<file path="src/rtl/assert_macros.svh">
// Shared concurrent assertion macros.
`ifndef ASSERT_MACROS_SVH
`define ASSERT_MACROS_SVH

// Same-cycle implication, disabled while in reset.
`define ASSERT_NOW(lbl, clk, rst_n, ante, cons, msg) \
    lbl: assert property (@(posedge clk) disable iff (!rst_n) (ante) |-> (cons)) \
        else $error(msg);

// Next-cycle implication, disabled while in reset.
`define ASSERT_NEXT(lbl, clk, rst_n, ante, cons, msg) \
    lbl: assert property (@(posedge clk) disable iff (!rst_n) (ante) |=> (cons)) \
        else $error(msg);

`endif

</file>
<file path="src/rtl/setq_pkg.sv">
`timescale 1ns / 1ps

package setq_pkg;

    localparam int TIME_W          = 64;
    localparam int SYN_W           = 10;
    localparam int DEF_QUEUE_DEPTH = 64;

    localparam logic [1:0] ACT_INSERT = 2'd0;
    localparam logic [1:0] ACT_POP    = 2'd1;
    localparam logic [1:0] ACT_FLUSH  = 2'd2;

    localparam logic [1:0] STATUS_OK    = 2'd0;
    localparam logic [1:0] STATUS_FULL  = 2'd1;
    localparam logic [1:0] STATUS_EMPTY = 2'd2;

    typedef struct packed {
        logic [1:0]        action;
        logic [TIME_W-1:0] spike_time;
        logic [SYN_W-1:0]  syn_index;
    } cmd_t;

    typedef struct packed {
        logic [1:0]        status;
        logic [TIME_W-1:0] out_time;
        logic [SYN_W-1:0]  out_syn_index;
    } rsp_t;

    // One stored event.
    typedef struct packed {
        logic              occupied;
        logic [TIME_W-1:0] evt_time;
        logic [SYN_W-1:0]  syn;
    } entry_t;

    // Operation broadcast to every cell.
    typedef struct packed {
        logic              ins;
        logic              pop;
        logic              flush;
        logic [TIME_W-1:0] evt_time;
        logic [SYN_W-1:0]  syn;
    } cell_op_t;

endpackage

</file>
<file path="src/rtl/setq_cell.sv">
`timescale 1ns / 1ps

module setq_cell
    import setq_pkg::*;
(
    input  logic     clk,
    input  logic     rst_n,
    input  cell_op_t op,
    input  entry_t   prev_entry,
    input  logic     prev_gt,
    input  entry_t   next_entry,
    output entry_t   cur_entry,
    output logic     gt
);

    logic              occ_reg;
    logic [TIME_W-1:0] time_reg;
    logic [SYN_W-1:0]  syn_reg;
    entry_t            cur_next;

    assign cur_entry = {occ_reg, time_reg, syn_reg};

    // Slot is at or past the insert point: empty, or holds a strictly later time.
    assign gt = !occ_reg || (op.evt_time < time_reg);

    always_comb
    begin
        cur_next = cur_entry;
        if (op.flush)
        begin
            cur_next.occupied = 1'b0;
        end
        else if (op.pop)
        begin
            cur_next = next_entry;
        end
        else if (op.ins && gt)
        begin
            if (prev_gt)
            begin
                cur_next = prev_entry;
            end
            else
            begin
                cur_next.occupied = 1'b1;
                cur_next.evt_time = op.evt_time;
                cur_next.syn      = op.syn;
            end
        end
    end

    always_ff @(posedge clk or negedge rst_n)
    begin
        if (!rst_n)
        begin
            occ_reg <= 1'b0;
        end
        else
        begin
            occ_reg <= cur_next.occupied;
        end
    end

    always_ff @(posedge clk)
    begin
        time_reg <= cur_next.evt_time;
        syn_reg  <= cur_next.syn;
    end

endmodule

</file>
<file path="config.mk">
export PLATFORM = sky130hd
export DESIGN_NAME = setq_cell
export DESIGN_NICKNAME = d
export VERILOG_FILES = /design/src/rtl/assert_macros.svh /design/src/rtl/setq_pkg.sv /design/src/rtl/setq_cell.sv
export SDC_FILE = /design/constraint.sdc
export NUM_CORES = 1
export LEC_CHECK = 0
export CAP_MARGIN = 20
export CORE_ASPECT_RATIO = 1.1
export CORE_MARGIN = 2
export CORE_UTILIZATION = 30
export CTS_CLUSTER_DIAMETER = 50
export DETAILED_ROUTE_END_ITERATION = 6
export DONT_BUFFER_PORTS = 1
export GPL_ROUTABILITY_DRIVEN = 0
export PLACE_DENSITY = 0.51
export SYNTH_ARGS = -nofsm -noshare
export SYNTH_HDL_FRONTEND = slang
export SYNTH_SLANG_ARGS = --single-unit
</file>
<file path="constraint.sdc">
create_clock -name clk -period 16.4 [get_ports clk]
set_input_delay 3.28 -clock clk [delete_from_list [all_inputs] [get_ports clk]]
set_output_delay 3.28 -clock clk [all_outputs]
set_load 0.02 [all_outputs]
</file>
==> results.tsv <==
metric	value	unit
run status	finished clean	
most frequent CP cell	o21ai_0	
Synth area leaders	edfxtp_1, ha_1, mux2i_1, o21ai_0, nand2_1	
area leader, netlist	edfxtp_1	
final core utilization	33.81	%
post-DR wirelength/cell	18.57	um
hold_sp	occ_reg$_DFFE_PN0P_	
YS warnings	0	
drt via density	5.086	
I/O pin count	306	
Critical Path End	gt	
initial antenna violation count	0	
CP delay by family, top	compound AO/OA/AOI/OAI gates	
Power Density	102.1	mW/mm^2
clock slew at reported path FFs	0.06	ns
placed inst area	0.005620	mm^2
Clk network pwr share	39.4	%
P_sw	168.0	uW
Max VDD drop	0.05147	mV
Required @ worst endpoint	13.12	ns
Clock Path Buffers	2	
final WL	14710	um
crit path capture type	primary output	
Worst Clk Skew	0.009120	ns
Synth Register Bits	75	
Final min period	8.960	ns
Setup Crit Path Kind	in2out	
WP data arrival	5.68	ns
post-CTS setup buffer count	0	
DPL Wire Length	11840	um
Tightest Pin Transition	1.026	ns
Syn-to-layout area delta	10.58	%
max frequency	111.6	MHz
Mapped Cells	561	
Row Count	51	
Slew Limit Fails	0	
MaxCap Viol Count	0	
die area	0.01911	mm^2
Unique masters post-synth	37	
sequential share of power	46.0	%
worst skew pair latency	0.34	ns
FF-to-FF End	time_reg[48]$_DFFE_PP_	
Setup TNS	0	ns
Switching Share	27.52	%
Hold Path Class	reg2reg	
GRT Overall Usage	14.86	%
RSZ-0062 raised after global routing	false	
CTS Hold Bufs	0	
static leakage	0.002645	uW
CP startpoint	op[37]	
fin area	0.005977	mm^2
DR iter-0 viols	111	
CP Depth	7	
First-pass DRT Iterations	4	
Fin. Hold Viols	0	
Slowest Stage Delay on Critical Path	0.84	ns
TritonCTS Buffers	9	
Logic pwr share	14.6	%
post-synthesis sequential area ratio	41.57	%
worst r2r src	time_reg[27]$_DFFE_PP_	
Mapped Nets	854	
post-route ant nets	0	
maximum fanout along the worst path	3	
core box area	0.01768	mm^2
worst reg2reg path depth	9	
vias in the first global route	3908	
CP cell instances	ha_1, a21oi_1, o21ai_0, a221oi_1, o21ai_0, or3_1, o21ai_0	
Critical-path top delay cell	o21ai_0	
Int Power	442.5	uW
I/O Buffers	0	
TritonCTS clock tree	yes	
DRC violations left	0	
n_diodes	0	
final setup vio count	0	
number of nets in the layout	842	
htree depth	3	
Critical Path Source Type	input port	
fraction of layout cells with a size suffix above 1	3.610	%
Register-to-Register Setup Slack	12.98	ns
Buf+Inv Stages, Crit Path	0	
die span in y	144.8	um
Post-CTS Resized	0	
syn avg cell area	9.635	um^2
first-pass GRT wire length	21420	um
max reg flops	64	
GRT Residual Overflow	0	
CTS Sinks	75	
root buf cell	clkbuf_16	
Relative slew margins	30.89	%
pin count of the biggest net entering global routing	152	
mapped cell area	0.005405	mm^2
Initial Util	30.58	%
Die W	132.0	um
top cell type's share of synthesized area	41.11	%
fin crit share	54.64	%
DR vias	4028	
how the worst min path moves through the flow:
stage,end,slack [ns],depth (start not counted)
4_1_cts,occ_reg$_DFFE_PN0P_,0.79,3
5_1_grt,occ_reg$_DFFE_PN0P_,0.84,3
6_report,occ_reg$_DFFE_PN0P_,0.78,3
3_5_place_dp,occ_reg$_DFFE_PN0P_,0.79,3
2_1_floorplan,occ_reg$_DFFE_PN0P_,0.62,3
3_3_place_gp,occ_reg$_DFFE_PN0P_,0.78,3
routing by layer:
layer	share of wire [%]	global-route usage, %	vias up	wire length, um
met1	37	15.56	1820	5503
met4	2.0	5.721	0	298
met3	10	6.513	13	1508
met2	50	26.45	220	7401
li1	-	-	1975	-
met5	0	0	-	0
synth_stat cells:
cell type	instances
edfxtp_1	74
nor3_1	1
nand4_1	9
o41ai_1	1
nand2_1	94
nand4_2	1
clkbuf_1	17
o21a_1	3
o211ai_1	1
a211oi_1	1
and4_1	1
nand3_1	6
nor2b_1	1
a21o_1	1
ha_1	63
dfrtp_1	1
buf_2	6
o21ai_0	84
inv_1	69
nor4_1	2
nand2b_1	2
o21bai_1	1
buf_1	1
buf_4	1
a21boi_0	1
a2111oi_0	1
mux2i_1	74
nor4_2	2
a2111oi_2	1
a221oi_1	5
a22oi_1	1
nor2_1	4
o22ai_1	1
a21oi_1	27
o31a_1	1
or3_1	1
o31ai_1	1
metrics by stage:
stage          total power, uW  hold WS [ns]  setup slack, ns  instances
2_1_floorplan            359.5        0.6195            3.646        561
3_3_place_gp             374.7        0.7784            7.334        776
3_5_place_dp             377.2        0.7857            7.356        776
4_1_cts                  623.2        0.7940            7.333        792
5_1_grt                  647.7        0.8408            7.268        792
6_report                 610.4        0.7840            7.440        792
final cells by class:
cell class | count | area [um^2]
Fill cell | 1839 | 11700
Multi-Input combinational cell | 392 | 2801
Sequential cell | 75 | 2247
Tap cell | 238 | 297.8
Inverter | 69 | 259.0
Clock buffer | 10 | 229.0
Clock inverter | 6 | 127.6
Timing Repair Buffer | 2 | 15.01
cells in the final DEF (no fill, tap or decap), types with 3 or more instances in the layout:
cell	Yosys	layout
inv_1	69	69
nand3_1	6	6
nand2_1	94	94
a21oi_1	27	27
o21ai_0	84	84
ha_1	63	63
clkbuf_16	0	9
nor2_1	4	4
mux2i_1	74	74
a221oi_1	5	5
edfxtp_1	74	74
o21a_1	3	3
bufinv_16	0	4
nand4_1	9	9
power groups by stage:
| stage | combinational, uW | clock, uW | sequential [uW] |
|---|---|---|---|
| detailed placement | 91.6 | 0 | 286 |
| CTS | 92.3 | 249 | 282 |
| floorplan | 77.4 | 0 | 282 |
| global placement | 89.2 | 0 | 285 |
| global route | 106 | 259 | 283 |
| finish | 89.4 | 240 | 281 |
kinds of logic (layout without fill, tap and decap cells):
| group | Yosys count | count (layout) | share of synthesized area, % |
|---|---|---|---|
| flip-flops | 75 | 75 | 41.57 |
| multiplexers | 74 | 74 | 13.70 |
| AO/OA/AOI/OAI | 131 | 131 | 13.36 |
| AND/OR/NAND/NOR | 124 | 124 | 10.05 |
| buffers and inverters | 94 | 87 | 6.736 |
| adder cells (fa/ha/maj) | 63 | 63 | 14.58 |
tightest hold or removal path, stage by stage, from the launching register on:
cell	delay [ns]
dfrtp_1	0.49
inv_1	0.09
a221oi_1	0.07
o31a_1	0.09
No activity file was read; power rests on OpenSTA's default activity.
