===== config.mk =====
export PLATFORM = sky130hd
export DESIGN_NAME = setq_skid
export DESIGN_NICKNAME = d
export VERILOG_FILES = /design/src/rtl/setq_pkg.sv /design/src/rtl/setq_skid.sv
export VERILOG_INCLUDE_DIRS = /design/src /design/src/rtl
export SDC_FILE = /design/constraint.sdc
export NUM_CORES = 1
export LEC_CHECK = 0
export BUFFER_PORTS_ARGS = -buffer_cell sky130_fd_sc_hd__buf_2
export CAP_MARGIN = 20
export CORE_ASPECT_RATIO = 1.2
export CORE_UTILIZATION = 56
export DETAILED_ROUTE_END_ITERATION = 8
export PLACE_DENSITY = 0.87
export SLEW_MARGIN = 5
export SYNTH_ARGS = -nofsm -noshare
export SYNTH_HDL_FRONTEND = slang
export SYNTH_SLANG_ARGS = --single-unit

===== constraint.sdc =====
create_clock -name clk -period 9.1 [get_ports clk]
set_clock_uncertainty 0.15 [all_clocks]
set_input_delay 0 -clock clk [delete_from_list [all_inputs] [get_ports clk]]
set_output_delay 0 -clock clk [all_outputs]
set_load 0.005 [all_outputs]

===== src/rtl/assert_macros.svh =====
// Shared concurrent assertion macros.
`ifndef ASSERT_MACROS_SVH
`define ASSERT_MACROS_SVH

// Same-cycle implication, disabled while in reset.
`define ASSERT_NOW(lbl, clk, rst_n, ante, cons, msg) \
    lbl: assert property (@(posedge clk) disable iff (!rst_n) (ante) |-> (cons)) \
        else $error(msg);

// Next-cycle implication, disabled while in reset.
`define ASSERT_NEXT(lbl, clk, rst_n, ante, cons, msg) \
    lbl: assert property (@(posedge clk) disable iff (!rst_n) (ante) |=> (cons)) \
        else $error(msg);

`endif


===== src/rtl/setq_pkg.sv =====
`timescale 1ns / 1ps

package setq_pkg;

    localparam int TIME_W          = 64;
    localparam int SYN_W           = 10;
    localparam int DEF_QUEUE_DEPTH = 64;

    localparam logic [1:0] ACT_INSERT = 2'd0;
    localparam logic [1:0] ACT_POP    = 2'd1;
    localparam logic [1:0] ACT_FLUSH  = 2'd2;

    localparam logic [1:0] STATUS_OK    = 2'd0;
    localparam logic [1:0] STATUS_FULL  = 2'd1;
    localparam logic [1:0] STATUS_EMPTY = 2'd2;

    typedef struct packed {
        logic [1:0]        action;
        logic [TIME_W-1:0] spike_time;
        logic [SYN_W-1:0]  syn_index;
    } cmd_t;

    typedef struct packed {
        logic [1:0]        status;
        logic [TIME_W-1:0] out_time;
        logic [SYN_W-1:0]  out_syn_index;
    } rsp_t;

    // One stored event.
    typedef struct packed {
        logic              occupied;
        logic [TIME_W-1:0] evt_time;
        logic [SYN_W-1:0]  syn;
    } entry_t;

    // Operation broadcast to every cell.
    typedef struct packed {
        logic              ins;
        logic              pop;
        logic              flush;
        logic [TIME_W-1:0] evt_time;
        logic [SYN_W-1:0]  syn;
    } cell_op_t;

endpackage


===== src/rtl/setq_skid.sv =====
`timescale 1ns / 1ps
`include "assert_macros.svh"

module setq_skid
    import setq_pkg::*;
(
    input  logic clk,
    input  logic rst_n,
    input  logic push,
    input  rsp_t push_word,
    output logic full,
    output logic valid,
    input  logic stall,
    output rsp_t word
);

    rsp_t head_reg;
    rsp_t head_next;
    rsp_t tail_reg;
    rsp_t tail_next;
    logic head_vld_reg;
    logic head_vld_next;
    logic tail_vld_reg;
    logic tail_vld_next;
    logic pop;

    assign pop = head_vld_reg && !stall;

    always_comb
    begin
        head_next     = head_reg;
        tail_next     = tail_reg;
        head_vld_next = head_vld_reg;
        tail_vld_next = tail_vld_reg;
        if (pop)
        begin
            head_next     = tail_reg;
            head_vld_next = tail_vld_reg;
            tail_vld_next = 1'b0;
            if (push)
            begin
                if (tail_vld_reg)
                begin
                    tail_next     = push_word;
                    tail_vld_next = 1'b1;
                end
                else
                begin
                    head_next     = push_word;
                    head_vld_next = 1'b1;
                end
            end
        end
        else if (push)
        begin
            if (!head_vld_reg)
            begin
                head_next     = push_word;
                head_vld_next = 1'b1;
            end
            else
            begin
                tail_next     = push_word;
                tail_vld_next = 1'b1;
            end
        end
    end

    always_ff @(posedge clk or negedge rst_n)
    begin
        if (!rst_n)
        begin
            head_vld_reg <= 1'b0;
            tail_vld_reg <= 1'b0;
        end
        else
        begin
            head_vld_reg <= head_vld_next;
            tail_vld_reg <= tail_vld_next;
        end
    end

    always_ff @(posedge clk)
    begin
        head_reg <= head_next;
        tail_reg <= tail_next;
    end

    assign full  = tail_vld_reg;
    assign valid = head_vld_reg;
    assign word  = head_reg;

    `ASSERT_NOW(a_skid_order, clk, rst_n, tail_vld_reg, head_vld_reg, "skid word without head word")

endmodule


==> results_tabular.tex <==
\begin{tabular}{lr}
\hline
Metric & Value \\
\hline
\multicolumn{2}{l}{\textbf{Synth}} \\
\quad Most frequent cell after synthesis & edfxtp\_1 \\
\quad Biggest area consumer among synthesized cells & edfxtp\_1 \\
\quad Area fraction of the dominant cell type after synthesis & roughly four fifths \\
\quad Area of the mapped netlist & $\sim$0.0058 mm\^{}2 \\
\quad Gate count of the mapped netlist & between 200 and 300 \\
\quad Mux cell area share after synthesis & approximately 17\% \\
\quad Compound-gate portion of the synthesized area & less than 1\% \\
\quad Async set-or-reset flop fraction in the synthesized netlist & 1.30\% \\
\quad Most used standard cells in the synthesized netlist & edfxtp\_1, mux2\_4, mux2\_2 \\
\quad Synth warnings & 0 \\
\quad Portion of the post-synthesis area used by sequential elements & approximately 80\% \\
\quad Total of flip-flops plus latches after synthesis & 154 \\
\quad Number of different library cells in the post-synthesis netlist & 14 \\
\quad Post-synthesis xor/xnor area fraction & 0\% \\
\quad Synth Area in Simple Gates & less than 1\% \\
\quad Adder-cell share of the synthesized area & 0\% \\
\quad Combinational family with the most area after synthesis & multiplexers \\
\quad Top cells by area, synth & edfxtp\_1, mux2\_4, mux2\_2, buf\_12, dfrtp\_1 \\
\quad Post-Synthesis Net Count & 330 \\
\quad Post-synthesis average cell area & between 20 and 25 um\^{}2 \\
\quad Number of enable-type register cells in the synthesized netlist & roughly 150 \\
\quad Most used flip-flop cell after synthesis & edfxtp\_1 \\
\multicolumn{2}{l}{\textbf{Critical path}} \\
\quad Startpoint type of the worst setup path & flip-flop \\
\quad Highest net fanout along the worst path & slightly below 50 \\
\quad CP required & $\sim$9 ns \\
\quad Register-to-register path setup slack & approximately 6.3 ns \\
\quad Crit path kind & flip-flop to flip-flop \\
\quad Endpoint kind of the worst setup timing path & flip-flop \\
\quad Critical Path AT & 2.78 ns \\
\multicolumn{2}{l}{\textbf{Place}} \\
\quad Port buffer count & 157 \\
\quad Cell Count Post-Placement & between 500 and 600 \\
\quad Final GP Congestion & 0.692 \\
\quad Placement-stage worst setup slack & around 6.4 ns \\
\quad HPWL reported at the end of detailed placement & 6310 um \\
\multicolumn{2}{l}{\textbf{Detailed routing}} \\
\quad Average wire per cell in the routed design & between 15 and 20 um \\
\quad Detailed-route vias per instance & about 5 \\
\quad Routed Antenna Nets & 0 \\
\quad Initial DRC count & $\sim$210 \\
\quad Via Count & roughly 3.3k \\
\quad Drt first pass iters & 5 \\
\quad Total detailed-routing wirelength & around 12000 um \\
\quad DRC errors left & 0 \\
\multicolumn{2}{l}{\textbf{Power and ir drop}} \\
\quad Cell internal power dissipation & about 1.5 mW \\
\quad Worst vdd rail ir drop & between 150 and 200 uV \\
\quad Logic pwr share & roughly 11\% \\
\quad Clock power frac & between 40 and 50\% \\
\quad Sequential power share & 47.7\% \\
\quad Leakage power figure & between 3 and 4 nW \\
\quad Switch Pwr & approximately 0.40 mW \\
\quad Switching Share & 21.3\% \\
\quad Pwr dens & approximately 230 mW/mm\^{}2 \\
\multicolumn{2}{l}{\textbf{STA}} \\
\quad Hold violation total from the final report & 0 \\
\quad Max-slew violations & 0 \\
\quad Post-route minimum period & approximately 2.8 ns \\
\quad Final cycle utilization of the critical path & a little under a third \\
\quad Final setup TNS & 0 ns \\
\quad Slew at the pin closest to its max-slew limit & between 0.9 and 1 ns \\
\quad Worst slew margin relative to its limit & roughly 34\% \\
\quad RSZ-0062 raised after global routing & false \\
\quad Final setup violation count & 0 \\
\quad Highest attainable clock frequency & 0.361 GHz \\
\quad PnR worst setup slack & 6.33 ns \\
\multicolumn{2}{l}{\textbf{Hold path}} \\
\quad Worst min-delay path category & primary input to flip-flop \\
\multicolumn{2}{l}{\textbf{GRT}} \\
\quad Number of global-route vias before repair & about 3.5k \\
\quad Antenna violations before repair & 0 \\
\quad Global-route wire length before repair & 18000 um \\
\quad Gr usage total & roughly a quarter \\
\quad Maximum number of pins on one net before global-route repair & 77 \\
\quad Total gr overflow & 0 \\
\multicolumn{2}{l}{\textbf{CTS}} \\
\quad Clock transition at the register clock pins on the worst setup and hold paths after CTS & approximately 0.06 ns \\
\quad Post-CTS Hold Buffers & 80 \\
\quad Insertion delay to the later sink of the worst-skew pair & 0.41 ns \\
\quad Number of buffers created by CTS & 17 \\
\quad Setup fix buffers added after clock tree synthesis & 0 \\
\quad Number of gates resized after CTS & 0 \\
\quad Cell chosen for the clock root & clkbuf\_16 \\
\quad TritonCTS clock tree & yes \\
\quad Number of buffers on the longest clock path & 2 \\
\quad H-tree lvl count & 4 \\
\quad Total clock sinks & 154 \\
\multicolumn{2}{l}{\textbf{Die}} \\
\quad Die outline height & about 110 um \\
\quad Total die area & about 0.011 mm\^{}2 \\
\quad Chip Width & roughly 95 um \\
\quad Rows & 40 \\
\quad I/O Pins & between 150 and 200 \\
\quad Initial Util & 57.6\% \\
\quad Core Region & slightly above 0.01 mm\^{}2 \\
\multicolumn{2}{l}{\textbf{Layout}} \\
\quad Number of diodes added for antenna fixing & 0 \\
\quad Synthesis-to-layout area growth & 40.1\% \\
\quad Fill cells & $\sim$510 \\
\quad Post-Layout Cell Count & between 600 and 700 \\
\quad Net count of the finished layout & roughly 580 \\
\quad Final standard cell utilization of the core & roughly 81\% \\
\quad Layout cell share with drive strength beyond 1 & between 50\% and 60\% \\
\multicolumn{2}{l}{\textbf{Run}} \\
\quad Max-capacitance violation count & 0 \\
\multicolumn{2}{l}{\textbf{Outcome}} \\
\quad Status & completed \\
\hline
\end{tabular}
kinds of logic (layout without fill, tap and decap cells):
| family | Yosys count | in the layout |
|---|---|---|
| compound gates | 5 | 5 |
| buf+inv | 10 | 275 |
| flops | 154 | 154 |
| mux | 76 | 76 |
| simple gates | 5 | 5 |
per-layer routing:
| layer | track usage (%) | vias up | share of wire (%) |
|---|---|---|---|
| met5 | 0 | - | 0 |
| met4 | 10.9 | 0 | 2.8 |
| met3 | 7.07 | 29 | 5.6 |
| met2 | 39.4 | 142 | 52 |
| met1 | 27.5 | 1611 | 40 |
| li1 | - | 1501 | - |
area by class of cell:
cell class / instances / area [um^2] / area share, %
flip-flops and latches: 154 / 4610 / 56.8
repair buffers: 241 / 1620 / 19.9
multi-input cells: 86 / 1080 / 13.3
clock buffers: 17 / 425 / 5.23
clock inverters: 15 / 223 / 2.74
well taps: 126 / 158 / 1.94
inverters: 2 / 7.51 / 0.0924
power groups by stage:
stage          Clock, mW  Sequential, mW  Combinational [mW]
2_1_floorplan          0           0.911              0.0981
3_3_place_gp           0           0.898               0.173
3_5_place_dp           0           0.902               0.179
4_1_cts            0.774           0.889               0.207
5_1_grt            0.801           0.895               0.225
6_report           0.768           0.889               0.209
layout by cell type, fill, tap and decap left out, drive strengths merged:
| master | netlist | routed |
|---|---|---|
| a21oi | 4 | 4 |
| clkbuf | 0 | 17 |
| mux2 | 76 | 76 |
| dfrtp | 2 | 2 |
| clkinv | 0 | 6 |
| nor2 | 3 | 3 |
| clkinvlp | 0 | 2 |
| o21ai | 1 | 1 |
| bufinv | 0 | 5 |
| inv | 2 | 4 |
| dlygate4sd3 | 0 | 80 |
| buf | 8 | 161 |
| nand2 | 1 | 1 |
| nand2b | 1 | 1 |
| edfxtp | 152 | 152 |
path summary, 6_finish.rpt:
path	from	endpoint	cells after the start
max	valid$_DFFE_PN0P_	word[28]$_DFFE_PP_	5
min	push_word[5]	tail_reg[5]$_DFFE_PP_	2
max reg2reg	valid$_DFFE_PN0P_	word[28]$_DFFE_PP_	5
min reg2reg	tail_reg[5]$_DFFE_PP_	word[5]$_DFFE_PP_	1
max in group asynchronous	rst_n	full$_DFFE_PN0P_	3
min in group asynchronous	rst_n	valid$_DFFE_PN0P_	3
critical path, stage by stage, from the launching register on:
cell      delay [ns]
dfrtp_1         0.49
nand2b_1        0.17
a21oi_4         0.13
buf_4           0.42
buf_4           0.69
mux2_2          0.42
stage by stage:
stage / power [mW] / area (um^2) / hold slack, ns
2_1_floorplan: 1.01 / 5800 / -0.446
3_3_place_gp: 1.07 / 6680 / -0.365
6_report: 1.87 / 8130 / 0.158
5_1_grt: 1.92 / 8130 / 0.159
3_5_place_dp: 1.08 / 6680 / -0.362
4_1_cts: 1.87 / 8130 / 0.138
(Power assumes the default switching activity.)
